File: src/rtl/core/ssm_pkg.sv
// ----------------------------------------------------------------------------
// ssm_pkg
// Types and constants shared by the sorted set merge front end, back end and
// top level.
// ----------------------------------------------------------------------------
package ssm_pkg;

  localparam int unsigned SET_OP_W    = 3;
  localparam int unsigned ELEM_W      = 32;
  localparam int unsigned QUEUE_DEPTH = 2;
  localparam int unsigned QPTR_W      = $clog2(QUEUE_DEPTH);
  localparam int unsigned QCNT_W      = $clog2(QUEUE_DEPTH + 1);

  // Operation codes held in the configuration register.
  localparam logic [SET_OP_W-1:0] OP_INTERSECT  = 3'd0;
  localparam logic [SET_OP_W-1:0] OP_UNION      = 3'd1;
  localparam logic [SET_OP_W-1:0] OP_DIFF       = 3'd2;
  localparam logic [SET_OP_W-1:0] OP_HAS_COMMON = 3'd3;
  localparam logic [SET_OP_W-1:0] OP_SUBSET     = 3'd4;
  localparam logic [SET_OP_W-1:0] OP_HAS_DIFF   = 3'd5;

  localparam logic LIST_A = 1'b0;

  typedef struct packed {
    logic              which_list;
    logic [ELEM_W-1:0] element;
    logic              has_element;
    logic              run;
  } in_item_t;

  typedef struct packed {
    logic [ELEM_W-1:0] result_value;
    logic              carries_element;
    logic              answer;
    logic              overflow;
    logic              last;
  } out_item_t;

  // Classified word handed from the front end to the back end.
  typedef struct packed {
    logic              store_a;
    logic              store_b;
    logic              run;
    logic [ELEM_W-1:0] element;
  } load_cmd_t;

  typedef enum logic [1:0] {
    BS_IDLE,
    BS_PRIME,
    BS_MERGE
  } back_state_t;

endpackage

File: src/rtl/core/ssm_front.sv
// ----------------------------------------------------------------------------
// ssm_front
// Accepts input words, classifies them into load/run commands and holds them
// in a short queue until the back end takes them.
// ----------------------------------------------------------------------------
module ssm_front (
  input  logic              clk,
  input  logic              rst_n,
  input  logic              in_valid,
  output logic              in_ready,
  input  ssm_pkg::in_item_t in_data,
  output logic              cmd_valid,
  input  logic              cmd_ready,
  output ssm_pkg::load_cmd_t cmd_data
);
  import ssm_pkg::*;

  load_cmd_t           q_mem [QUEUE_DEPTH];
  logic [QPTR_W-1:0]   wr_ptr_r, wr_ptr_nxt;
  logic [QPTR_W-1:0]   rd_ptr_r, rd_ptr_nxt;
  logic [QCNT_W-1:0]   fill_r, fill_nxt;
  load_cmd_t           cmd_in;
  logic                push, pop;

  always_comb begin
    cmd_in.store_a = in_data.has_element && (in_data.which_list == LIST_A);
    cmd_in.store_b = in_data.has_element && (in_data.which_list != LIST_A);
    cmd_in.run     = in_data.run;
    cmd_in.element = in_data.element;
  end

  assign in_ready  = (fill_r != QCNT_W'(QUEUE_DEPTH));
  assign cmd_valid = (fill_r != '0);
  assign cmd_data  = q_mem[rd_ptr_r];
  assign push      = in_valid && in_ready;
  assign pop       = cmd_valid && cmd_ready;

  always_comb begin
    wr_ptr_nxt = wr_ptr_r;
    rd_ptr_nxt = rd_ptr_r;
    fill_nxt   = fill_r;
    if (push) begin
      wr_ptr_nxt = (wr_ptr_r == QPTR_W'(QUEUE_DEPTH - 1)) ? '0 : wr_ptr_r + QPTR_W'(1);
    end
    if (pop) begin
      rd_ptr_nxt = (rd_ptr_r == QPTR_W'(QUEUE_DEPTH - 1)) ? '0 : rd_ptr_r + QPTR_W'(1);
    end
    if (push && !pop) begin
      fill_nxt = fill_r + QCNT_W'(1);
    end else if (pop && !push) begin
      fill_nxt = fill_r - QCNT_W'(1);
    end
  end

  always_ff @(posedge clk) begin
    if (!rst_n) begin
      wr_ptr_r <= '0;
      rd_ptr_r <= '0;
      fill_r   <= '0;
    end else begin
      wr_ptr_r <= wr_ptr_nxt;
      rd_ptr_r <= rd_ptr_nxt;
      fill_r   <= fill_nxt;
    end
  end

  always_ff @(posedge clk) begin
    if (push) begin
      q_mem[wr_ptr_r] <= cmd_in;
    end
  end

endmodule

File: src/rtl/core/ssm_back.sv
// ----------------------------------------------------------------------------
// ssm_back
// Holds both lists, the counts and the overflow flag, walks the two lists
// with one comparison per cycle unless a stalled result channel holds it, and drives the registered result word.
// ----------------------------------------------------------------------------
module ssm_back #(
  parameter int unsigned LIST_DEPTH = 32
) (
  input  logic                            clk,
  input  logic                            rst_n,
  input  logic                            cmd_valid,
  output logic                            cmd_ready,
  input  ssm_pkg::load_cmd_t              cmd_data,
  input  logic                            cfg_valid,
  output logic                            cfg_ready,
  input  logic [ssm_pkg::SET_OP_W-1:0]    cfg_data,
  output logic                            out_valid,
  input  logic                            out_ready,
  output ssm_pkg::out_item_t              out_data
);
  import ssm_pkg::*;

  localparam int unsigned IDX_W = (LIST_DEPTH > 1) ? $clog2(LIST_DEPTH) : 1;
  localparam int unsigned CNT_W = $clog2(LIST_DEPTH + 1);

  logic [ELEM_W-1:0]   mem_a [LIST_DEPTH];
  logic [ELEM_W-1:0]   mem_b [LIST_DEPTH];
  logic [ELEM_W-1:0]   rd_a_r, rd_b_r;

  back_state_t         state_r, state_nxt;
  logic [SET_OP_W-1:0] op_r;
  logic [CNT_W-1:0]    cnt_a_r, cnt_a_nxt, cnt_b_r, cnt_b_nxt;
  logic [CNT_W-1:0]    i_r, i_nxt, j_r, j_nxt;
  logic                ovf_r, ovf_nxt;
  logic                pend_v_r, pend_v_nxt;
  logic [ELEM_W-1:0]   pend_val_r, pend_val_nxt;
  logic                out_valid_r, out_valid_nxt;
  out_item_t           out_data_r, out_data_nxt;

  logic                pop, we_a, we_b;
  logic                a_ok, b_ok, lt, gt;
  logic                emit, fin, ans, inc_i, inc_j;
  logic [ELEM_W-1:0]   emit_val;
  logic                push_need, slot_free, step_go;

  assign cfg_ready = 1'b1;
  assign out_valid = out_valid_r;
  assign out_data  = out_data_r;

  // --------------------------------------------------------------------------
  // Next state
  // --------------------------------------------------------------------------
  always_comb begin
    state_nxt = state_r;
    case (state_r)
      BS_IDLE: begin
        if (cmd_valid && cmd_data.run) begin
          state_nxt = BS_PRIME;
        end
      end
      BS_PRIME: state_nxt = BS_MERGE;
      BS_MERGE: begin
        if (step_go && fin) begin
          state_nxt = BS_IDLE;
        end
      end
      default: state_nxt = BS_IDLE;
    endcase
  end

  // --------------------------------------------------------------------------
  // Outputs of the state machine
  // --------------------------------------------------------------------------
  always_comb begin
    cmd_ready = 1'b0;
    case (state_r)
      BS_IDLE:  cmd_ready = 1'b1;
      BS_PRIME: cmd_ready = 1'b0;
      BS_MERGE: cmd_ready = 1'b0;
      default:  cmd_ready = 1'b0;
    endcase
  end

  assign pop  = cmd_valid && cmd_ready;
  assign we_a = pop && cmd_data.store_a && (cnt_a_r < CNT_W'(LIST_DEPTH));
  assign we_b = pop && cmd_data.store_b && (cnt_b_r < CNT_W'(LIST_DEPTH));

  // --------------------------------------------------------------------------
  // One step of the two-pointer walk. rd_a_r and rd_b_r hold A[i] and B[j].
  // --------------------------------------------------------------------------
  always_comb begin
    a_ok     = (i_r < cnt_a_r);
    b_ok     = (j_r < cnt_b_r);
    lt       = (rd_a_r < rd_b_r);
    gt       = (rd_a_r > rd_b_r);
    emit     = 1'b0;
    emit_val = rd_a_r;
    fin      = 1'b0;
    ans      = 1'b0;
    inc_i    = 1'b0;
    inc_j    = 1'b0;
    case (op_r)
      OP_INTERSECT, OP_UNION, OP_DIFF: begin
        if (a_ok && b_ok) begin
          if (lt) begin
            emit  = (op_r != OP_INTERSECT);
            inc_i = 1'b1;
          end else if (gt) begin
            emit     = (op_r == OP_UNION);
            emit_val = rd_b_r;
            inc_j    = 1'b1;
          end else begin
            emit  = (op_r != OP_DIFF);
            inc_i = 1'b1;
            inc_j = 1'b1;
          end
        end else if (a_ok && (op_r != OP_INTERSECT)) begin
          emit  = 1'b1;
          inc_i = 1'b1;
        end else if (b_ok && (op_r == OP_UNION)) begin
          emit     = 1'b1;
          emit_val = rd_b_r;
          inc_j    = 1'b1;
        end else begin
          fin = 1'b1;
        end
      end
      OP_HAS_COMMON: begin
        if (a_ok && b_ok) begin
          if (lt) begin
            inc_i = 1'b1;
          end else if (gt) begin
            inc_j = 1'b1;
          end else begin
            fin = 1'b1;
            ans = 1'b1;
          end
        end else begin
          fin = 1'b1;
        end
      end
      OP_SUBSET, OP_HAS_DIFF: begin
        if (a_ok && b_ok) begin
          if (lt) begin
            fin = 1'b1;
            ans = (op_r == OP_HAS_DIFF);
          end else begin
            inc_i = !gt;
            inc_j = 1'b1;
          end
        end else begin
          fin = 1'b1;
          ans = (op_r == OP_SUBSET) ? (i_r == cnt_a_r) : (i_r != cnt_a_r);
        end
      end
      default: fin = 1'b1;
    endcase
  end

  // A found element waits in the pending register until a later step that emits or
  // finishes shows whether it is the final one of the run.
  assign push_need = fin || (emit && pend_v_r);
  assign slot_free = !out_valid_r || out_ready;
  assign step_go   = (state_r == BS_MERGE) && (!push_need || slot_free);

  always_comb begin
    out_valid_nxt = out_valid_r;
    out_data_nxt  = out_data_r;
    if (out_ready) begin
      out_valid_nxt = 1'b0;
    end
    if (step_go && push_need) begin
      out_valid_nxt                = 1'b1;
      out_data_nxt.overflow        = ovf_r;
      out_data_nxt.last            = fin;
      if (pend_v_r) begin
        out_data_nxt.result_value    = pend_val_r;
        out_data_nxt.carries_element = 1'b1;
        out_data_nxt.answer          = 1'b0;
      end else begin
        out_data_nxt.result_value    = '0;
        out_data_nxt.carries_element = 1'b0;
        out_data_nxt.answer          = ans;
      end
    end
  end

  always_comb begin
    pend_v_nxt   = pend_v_r;
    pend_val_nxt = pend_val_r;
    if (step_go) begin
      if (emit) begin
        pend_v_nxt   = 1'b1;
        pend_val_nxt = emit_val;
      end else if (fin) begin
        pend_v_nxt = 1'b0;
      end
    end
  end

  always_comb begin
    if (state_r == BS_IDLE) begin
      i_nxt = '0;
      j_nxt = '0;
    end else begin
      i_nxt = (step_go && inc_i) ? i_r + CNT_W'(1) : i_r;
      j_nxt = (step_go && inc_j) ? j_r + CNT_W'(1) : j_r;
    end
  end

  always_comb begin
    cnt_a_nxt = cnt_a_r;
    cnt_b_nxt = cnt_b_r;
    ovf_nxt   = ovf_r;
    if (we_a) begin
      cnt_a_nxt = cnt_a_r + CNT_W'(1);
    end
    if (we_b) begin
      cnt_b_nxt = cnt_b_r + CNT_W'(1);
    end
    if (pop && ((cmd_data.store_a && !we_a) || (cmd_data.store_b && !we_b))) begin
      ovf_nxt = 1'b1;
    end
    if (step_go && fin) begin
      cnt_a_nxt = '0;
      cnt_b_nxt = '0;
      ovf_nxt   = 1'b0;
    end
  end

  always_ff @(posedge clk) begin
    if (!rst_n) begin
      state_r     <= BS_IDLE;
      op_r        <= OP_INTERSECT;
      cnt_a_r     <= '0;
      cnt_b_r     <= '0;
      ovf_r       <= 1'b0;
      i_r         <= '0;
      j_r         <= '0;
      pend_v_r    <= 1'b0;
      out_valid_r <= 1'b0;
    end else begin
      state_r     <= state_nxt;
      if (cfg_valid && cfg_ready) begin
        op_r <= cfg_data;
      end
      cnt_a_r     <= cnt_a_nxt;
      cnt_b_r     <= cnt_b_nxt;
      ovf_r       <= ovf_nxt;
      i_r         <= i_nxt;
      j_r         <= j_nxt;
      pend_v_r    <= pend_v_nxt;
      out_valid_r <= out_valid_nxt;
    end
  end

  always_ff @(posedge clk) begin
    pend_val_r <= pend_val_nxt;
    out_data_r <= out_data_nxt;
  end

  // List memories: one write port and one registered read port each.
  always_ff @(posedge clk) begin
    if (we_a) begin
      mem_a[cnt_a_r[IDX_W-1:0]] <= cmd_data.element;
    end
    rd_a_r <= mem_a[i_nxt[IDX_W-1:0]];
  end

  always_ff @(posedge clk) begin
    if (we_b) begin
      mem_b[cnt_b_r[IDX_W-1:0]] <= cmd_data.element;
    end
    rd_b_r <= mem_b[j_nxt[IDX_W-1:0]];
  end

  // --------------------------------------------------------------------------
  // Assertions
  // --------------------------------------------------------------------------
  a_cnt_bound: assert property (@(posedge clk) disable iff (!rst_n)
    (cnt_a_r <= CNT_W'(LIST_DEPTH)) && (cnt_b_r <= CNT_W'(LIST_DEPTH)))
    else $error("list count beyond capacity");

  a_ptr_bound: assert property (@(posedge clk) disable iff (!rst_n)
    (state_r == BS_MERGE) |-> ((i_r <= cnt_a_r) && (j_r <= cnt_b_r)))
    else $error("walk pointer past list end");

  a_pend_merge: assert property (@(posedge clk) disable iff (!rst_n)
    pend_v_r |-> (state_r == BS_MERGE))
    else $error("pending element outside a run");

  a_clear_after_run: assert property (@(posedge clk) disable iff (!rst_n)
    (step_go && fin) |=> ((cnt_a_r == '0) && (cnt_b_r == '0) && !ovf_r && out_valid_r
                          && out_data_r.last && (state_r == BS_IDLE)))
    else $error("run did not finish cleanly");

endmodule

File: src/rtl/core/sorted_set_merge_operations.sv
// ----------------------------------------------------------------------------
// sorted_set_merge_operations
// Loads two ascending lists and merges them under the configured set
// operation or test, giving result words in merge order with a last mark.
// ----------------------------------------------------------------------------
//  channel  ports                            word
//  in       in_valid / in_ready / in_data    which_list, element, has_element, run
//  out      out_valid / out_ready / out_data result_value, carries_element,
//                                            answer, overflow, last
//  cfg      cfg_valid / cfg_ready / cfg_data set_operation (always ready)
//
//  The back end accepts a load word whenever it is idle; the front queue takes
//  a word every cycle while it has room. A run word first passes the prime
//  state that primes the list reads, then walks at most count_a + count_b + 1
//  steps, each step one compare of the two list heads read from the list memories.
//  Reset is synchronous, active low, and empties both lists and the queue.
//  A stalled result channel holds the walk only when a word must be sent.
// ----------------------------------------------------------------------------
module sorted_set_merge_operations #(
  parameter int unsigned LIST_DEPTH = 32
) (
  input  logic                         clk,
  input  logic                         rst_n,
  input  logic                         in_valid,
  output logic                         in_ready,
  input  ssm_pkg::in_item_t            in_data,
  output logic                         out_valid,
  input  logic                         out_ready,
  output ssm_pkg::out_item_t           out_data,
  input  logic                         cfg_valid,
  output logic                         cfg_ready,
  input  logic [ssm_pkg::SET_OP_W-1:0] cfg_data
);
  import ssm_pkg::*;

  logic      cmd_valid;
  logic      cmd_ready;
  load_cmd_t cmd_data;

  ssm_front u_front (
    .clk       (clk),
    .rst_n     (rst_n),
    .in_valid  (in_valid),
    .in_ready  (in_ready),
    .in_data   (in_data),
    .cmd_valid (cmd_valid),
    .cmd_ready (cmd_ready),
    .cmd_data  (cmd_data)
  );

  ssm_back #(
    .LIST_DEPTH (LIST_DEPTH)
  ) u_back (
    .clk       (clk),
    .rst_n     (rst_n),
    .cmd_valid (cmd_valid),
    .cmd_ready (cmd_ready),
    .cmd_data  (cmd_data),
    .cfg_valid (cfg_valid),
    .cfg_ready (cfg_ready),
    .cfg_data  (cfg_data),
    .out_valid (out_valid),
    .out_ready (out_ready),
    .out_data  (out_data)
  );

endmodule

File: config.mk
export PLATFORM = sky130hd
export DESIGN_NAME = sorted_set_merge_operations
export DESIGN_NICKNAME = d
export VERILOG_FILES = /design/src/rtl/core/ssm_pkg.sv /design/src/rtl/core/ssm_front.sv /design/src/rtl/core/ssm_back.sv /design/src/rtl/core/sorted_set_merge_operations.sv
export SDC_FILE = /design/constraint.sdc
export NUM_CORES = 2
export LEC_CHECK = 0
export ABC_AREA = 0
export BUFFER_PORTS_ARGS = -buffer_cell sky130_fd_sc_hd__buf_2
export CAP_MARGIN = 20
export CELL_PAD_IN_SITES_DETAIL_PLACEMENT = 1
export CELL_PAD_IN_SITES_GLOBAL_PLACEMENT = 2
export CORE_MARGIN = 2
export CORE_UTILIZATION = 50
export CTS_CLUSTER_SIZE = 40
export DETAILED_ROUTE_END_ITERATION = 6
export HOLD_SLACK_MARGIN = 0.05
export PLACE_DENSITY = 0.93
export SLEW_MARGIN = 30
export SYNTH_ARGS = -nofsm -noshare
export SYNTH_HDL_FRONTEND = slang
export SYNTH_SLANG_ARGS = --single-unit
File: constraint.sdc
create_clock -name clk -period 19.4 [get_ports clk]
set_input_delay 4.85 -clock clk [delete_from_list [all_inputs] [get_ports clk]]
set_output_delay 4.85 -clock clk [all_outputs]
set_load 0.01 [all_outputs]
-- After elaboration in Yosys (flattened, before gate mapping)
Memory sizes are Yosys's and may differ from the RTL's. A register that Yosys moved wholly into a read port is not among the register bits.
Index checks and enable logic that the tools add are counted.
- logic and storage cells: 166
- bits in writable memories: 2118
- input port bits: 43
- memories kept: 3
- register bits: 104
- multiplexer cells: 66
- add/subtract/negate cells: 8
- bitwise operators: 2
- reductions and logical operators: 48
- order comparisons: 6
- eq/ne operators: 13
- memories (name ; depth ; bits a word ; rd ports ; clocked after memory_dff ; wr ports ; line ; RTL):
    u_back.mem_a ; 32 ; 32 ; 1 ; 1 ; 1 ; ssm_back.sv:26 ; logic [ELEM_W-1:0] mem_a [LIST_DEPTH];
    u_back.mem_b ; 32 ; 32 ; 1 ; 1 ; 1 ; ssm_back.sv:27 ; logic [ELEM_W-1:0] mem_b [LIST_DEPTH];
    u_front.q_mem ; 2 ; 35 ; 1 ; 1 ; 1 ; ssm_front.sv:18 ; load_cmd_t q_mem [QUEUE_DEPTH];
- operator list (operator ; count):
    $mux W32 ; 6
    $mux W1 ; 46
    $gt A32 B32 Y1 ; 1
    $lt A32 B32 Y1 ; 1
    $add A6 B1 Y6 const B ; 4
    $logic_and A1 B1 Y1 ; 23
    $mux W5 ; 4
    $lt A6 B6 Y1 ; 2
    $lt A6 B6 Y1 const B ; 2
    $mux W2 ; 5
    $pmux W1 S3 ; 3
    $reduce_bool A2 Y1 ; 4
    $logic_not A1 Y1 ; 7
    $eq A3 B2 Y1 const B ; 2
    $eq A3 B3 Y1 const B ; 2
    $eq A6 B6 Y1 ; 1
    $ne A6 B6 Y1 ; 1
    $pmux W2 S3 ; 1
    $reduce_and A2 Y1 ; 3
    $reduce_or A2 Y1 ; 3
    $logic_or A1 B1 Y1 ; 4
    $ne A2 B2 Y1 const B ; 2
    $eq A3 B1 Y1 const B ; 1
    $logic_not A3 Y1 ; 1
    other kinds (12) ; 14

-- Depth between registers and ports, before layout
- depth after elaboration: 14
- gate-level depth with buffers: 20
- mapped depth without buffers: 14

-- Hierarchy
A second synthesis with hierarchy kept.
- cell total of the unflattened synthesis: 5907
- area, all modules: 88701.3 um^2
- modules (own cells, without submodules) (module ; area an instance (um^2) ; instances ; cells each):
    ssm_back ; 85922.4 ; 1 ; 5772
    ssm_front ; 2778.9 ; 1 ; 135

-- Worst setup path after synthesis
No wires, ideal clock.
- kind: input port to flip-flop
- start: input port out_ready
- end: register u_back.pend_val_r[0] (enable)
- data required time: 18895 ps
- buffers on the path: 1
- path slack: 10281 ps
- arrival: 8615 ps
- setup time: 505 ps
- cell stages on the path: 5
- cells stage by stage: nor2b_1 -> nor2_1 -> a221oi_4 -> buf_6 -> nor4_1
- word-level cells in the longest chain between the ends: 4
- ends and longest elaborated chain (what ; line ; RTL):
    start, declared ; sorted_set_merge_operations.sv:28 ; input logic out_ready,
    $logic_or A1 B1 Y1 ; ssm_back.sv:163 ; assign slot_free = !out_valid_r || out_ready;
    $logic_or A1 B1 Y1 ; ssm_back.sv:164 ; assign step_go = (state_r == BS_MERGE) && (!push_need || slot_free);
    $logic_and A1 B1 Y1 ; ssm_back.sv:164 ;
    $reduce_and A2 Y1 (no source line) ; -- ;
    end signal, assigned ; ssm_back.sv:258 ; pend_val_r <= pend_val_nxt;
    end, declared ; ssm_back.sv:36 ; logic [ELEM_W-1:0] pend_val_r, pend_val_nxt;
No other way between the ends.
A chain may end at the register's enable or synchronous reset.

-- Worst setup path in the final report
- start: input port out_ready
- end: register u_back.rd_b_r[24], read port of u_back.mem_b
- word-level cells in the longest chain between the ends: 6
- ends and longest elaborated chain (what ; line ; RTL):
    $logic_or A1 B1 Y1 ; ssm_back.sv:163 ;
    $logic_or A1 B1 Y1 ; ssm_back.sv:164 ;
    $logic_and A1 B1 Y1 ; ssm_back.sv:164 ;
    $logic_and A1 B1 Y1 ; ssm_back.sv:207 ; j_nxt = (step_go && inc_j) ? j_r + CNT_W'(1) : j_r;
    $mux W5 ; ssm_back.sv:207 ;
    $mux W5 ; ssm_back.sv:202 ; if (state_r == BS_IDLE) begin
    end, declared ; ssm_back.sv:28 ; logic [ELEM_W-1:0] rd_a_r, rd_b_r;
No other way between the ends.

==> summary.md <==
| Metric | Value |
|---|---|
| Die Area | `181,000 µm²` |
| Yosys cell types | `roughly 80` |
| Final net count | `6,026` |
| EDFF count, synth | `between 2,000 and 2,500` |
| Run status | `finished, final reports clean` |
| HPWL Detailed | `approximately 150,000 µm` |
| Post-route DRC violation count | `0` |
| Final WL | `~280,000 µm` |
| Synth warn | `0` |
| Dpl cells | `slightly above 8,000` |
| Non-filler cells, final | `around 8,500` |
| P&R area growth vs syn | `12.6%` |
| Top-count cell post-synth | `edfxtp_1` |
| Clock slew at reported path FFs | `70 ps` |
| Iteration-0 DRC Markers | `between 7,000 and 8,000` |
| Via-per-instance ratio | `roughly 6.5` |
| Overall Global Routing Usage | `between 30% and 40%` |
| Final Max Tran Viols | `0` |
| Antenna violations before repair | `8` |
| Critical Path Fanout Max | `between 150 and 200` |
| Root Driver | `clkbuf_16` |
| Max_cap viols | `0` |
| Combinational fraction of design power | `about 8.7%` |
| Post-route clock period utilization | `between 40% and 50%` |
| Vias in the first global route | `around 58,000` |
| Critical Path Sink | `u_back.rd_b_r[24]` |
| Startpoint types | `input pin` |
| Syn Area/Cell | `15.2 µm²` |
| Share of the synthesized area in the top cell type | `73.9%` |
| CP Data Required Time | `20,130 ps` |
| IO Port Bufs | `80` |
| Total grt overflow | `0` |
| Post-Syn Nets | `between 5,000 and 6,000` |
| DRT Pass-1 Iters | `6` |
| CTS resizes | `0` |
| Post-synthesis sequential area ratio | `76.1%` |
| Area contributors post-synth | `edfxtp_1 (74%), nand2_1 (5.1%), mux2i_1 (3.7%)` |
| I/O Pins | `82` |
| Pint | `approximately 8.7 mW` |
| Endpoint type of the worst setup path | `register` |
| DR WL/cell | `32.5 µm` |
| DIE WIDTH | `426 µm` |
| CTS Buf Count | `220` |
| Crit Path Category | `in2reg` |
| Psw | `2.80 mW` |
| Htree depth | `4` |
| Slew margin rel. | `a little under a quarter` |
| RR Endpoint | `u_back.rd_b_r[24]` |
| CTS Hold Bufs | `0` |
| Main flop type after synthesis | `edfxtp_1` |
| Async set-reset flop share out of synthesis | `0%` |
| Sequential share of power | `52.6%` |
| Worst IR Drop VDD | `around 0.15 mV` |
| RSZ-0062 raised after global routing | `no` |
| Bufs on Longest Clock Path | `3` |
| Final GP Congestion | `0.845` |
| Layout cells sized above 1 | `between 10% and 20%` |
| Clock network power share | `between 30% and 40%` |
| Largest net degree at the start of global routing | `180` |
| Row count | `between 150 and 200` |
| Fin util | `between 50% and 60%` |
| Setup violators final | `0` |
| R2R Path Start | `u_back.rd_b_r[31]` |
| DP Worst Slack | `between 9000 and 10,000 ps` |
| Leak pwr | `roughly 33 nW` |
| Post-synth top cells | `edfxtp_1 (2,186), nand2_1 (1,198), mux2i_1 (327)` |
| Die Span Y | `between 400 and 500 µm` |
| CTS tree | `yes` |
| DR vias | `approximately 55,000` |
| Max frequency | `roughly 0.10 GHz` |
| Global-route wire length before repair | `395,000 µm` |
| Sw Share | `roughly 24%` |
| Core ar. | `176,000 µm²` |
| Fin Setup TNS | `0 ps` |
| Setup Skew | `around 45 ps` |
| Initial Utilization | `between 50% and 60%` |
| Area leader, netlist | `edfxtp_1` |
| Pwr dens | `~110 nW/µm²` |
| Final Hold Vio Count | `0` |
| Arr. time, crit path | `roughly 10,000 ps` |
| Worst-Skew Late Latency | `between 800 and 900 ps` |
| Hold Slack | `527 ps` |
| Worst reg2reg path depth | `16` |
| R2R setup slack | `~12,000 ps` |
| Synthesized flop and latch total | `between 2,000 and 2,500` |
| # clock sinks | `between 2,000 and 2,500` |
| Fin crit period | `between 9000 and 10,000 ps` |
| Hold WC Path Type | `reg2reg` |
| CP startpoint | `out_ready` |
| Synth Cell Area | `around 90,000 µm²` |
| Worst-Margin Slew | `about 1100 ps` |
| Mapped Cells | `roughly 5,800` |
| Setup WS post-layout | `between 9000 and 10,000 ps` |
| DRT antenna net count | `0` |
| # Post-CTS Setup Buffers | `0` |
==> cell type report <==
type	count	area (µm²)
timing repair buffer	221	1610
sequential	2287	67700
antenna	3	7.51
tap	2340	2930
fill	16090	76200
inverter	55	206
multi-input combinational	3144	20300
clock buffer	300	6160
clock inverter	114	1260
==> how the worst min path moves through the flow <==
stage	depth (start not counted)	startpoint	endpoint
4_1_cts	2	u_front.fill_r[1]	u_front.fill_r[1]
5_1_grt	1	u_back.pend_val_r[16]	u_back.out_data[20]
3_3_place_gp	2	u_front.fill_r[1]	u_front.fill_r[1]
6_report	2	u_front.fill_r[1]	u_front.fill_r[1]
2_1_floorplan	0	u_back.ovf_r	u_back.out_data[1]
3_5_place_dp	2	u_back.j_r[5]	u_back.j_r[5]
==> sequential cells by signal (all words and copies together), names as in the netlist, named ones only <==
signal             count
u_back.rd_a_r         32
u_front.fill_r         2
u_back.j_r             6
u_back.mem_a        1024
u_back.i_r             6
u_back.mem_b        1024
u_front.wr_ptr_r       1
u_back.rd_b_r         32
u_front.q_mem         70
u_back.state_r         2
u_back.cnt_b_r         6
u_back.out_valid       1
u_back.pend_v_r        1
u_back.out_data       36
u_back.pend_val_r     32
u_back.cnt_a_r         6
u_back.ovf_r           1
u_front.rd_ptr_r       1
u_back.op_r            3
==> cells in the final DEF (no fill, tap or decap), types with 48 or more instances in the layout <==
cell type,n
a22o_1,125
a31oi_1,69
edfxtp_1,2186
nor2_4,68
dfxtp_1,99
a32oi_1,224
clkbuf_16,223
inv_1,54
nor4_1,56
mux2_2,51
ha_1,54
a21boi_0,65
buf_4,127
a32o_1,93
buf_2,80
mux2i_1,325
clkbuf_1,48
a21oi_1,281
nand3_1,158
nand2_1,1197
==> cell families after synthesis <==
logic type,after synthesis,share of synthesized area [%]
multiplexers,391,4.49
AO/OA/AOI/OAI,1023,8.51
AND/OR/NAND/NOR,1654,7.92
buffers and inverters,406,1.98
other,1,0.00422
XOR/XNOR,21,0.207
flip-flops,2287,76.1
adder cells (fa/ha/maj),54,0.760
==> power groups by stage <==
stage	Clock [mW]	Combinational, mW	Sequential (mW)
after detailed placement	0	0.958	6.12
final	4.44	0.996	6.03
after global placement	0	0.880	6.12
after global routing	4.62	1.05	6.03
after floorplan	0	0.500	6.07
after CTS	4.46	0.975	6.02
==> worst max-delay path: stages <==
cell	delay (ps)
buf_2	100
nor2b_1	100
buf_4	190
nor2_1	130
nor2b_1	240
o2111ai_1	170
a31oi_1	210
and2_1	550
o31ai_4	180
a21oi_4	710
buf_12	630
buf_4	820
a21oi_1	190
a22o_1	260
a211o_1	310
nor4_2	360
==> stage by stage <==
stage	area, µm²	total power [mW]
3_3_place_gp	92500	7.00
6_report	100000	11.5
3_5_place_dp	92600	7.08
5_1_grt	100000	11.7
2_1_floorplan	88900	6.57
4_1_cts	100000	11.5
==> metal layers <==
| layer | track usage, % | share of wire [%] | vias up |
|---|---|---|---|
| met4 | 13.6 | 4.7 | 4 |
| met2 | 49.9 | 49 | 3248 |
| li1 | - | - | 22608 |
| met1 | 38.5 | 37 | 28540 |
| met5 | 0 | 0.012 | - |
| met3 | 5.55 | 9.3 | 769 |
(Power assumes the default switching activity.)
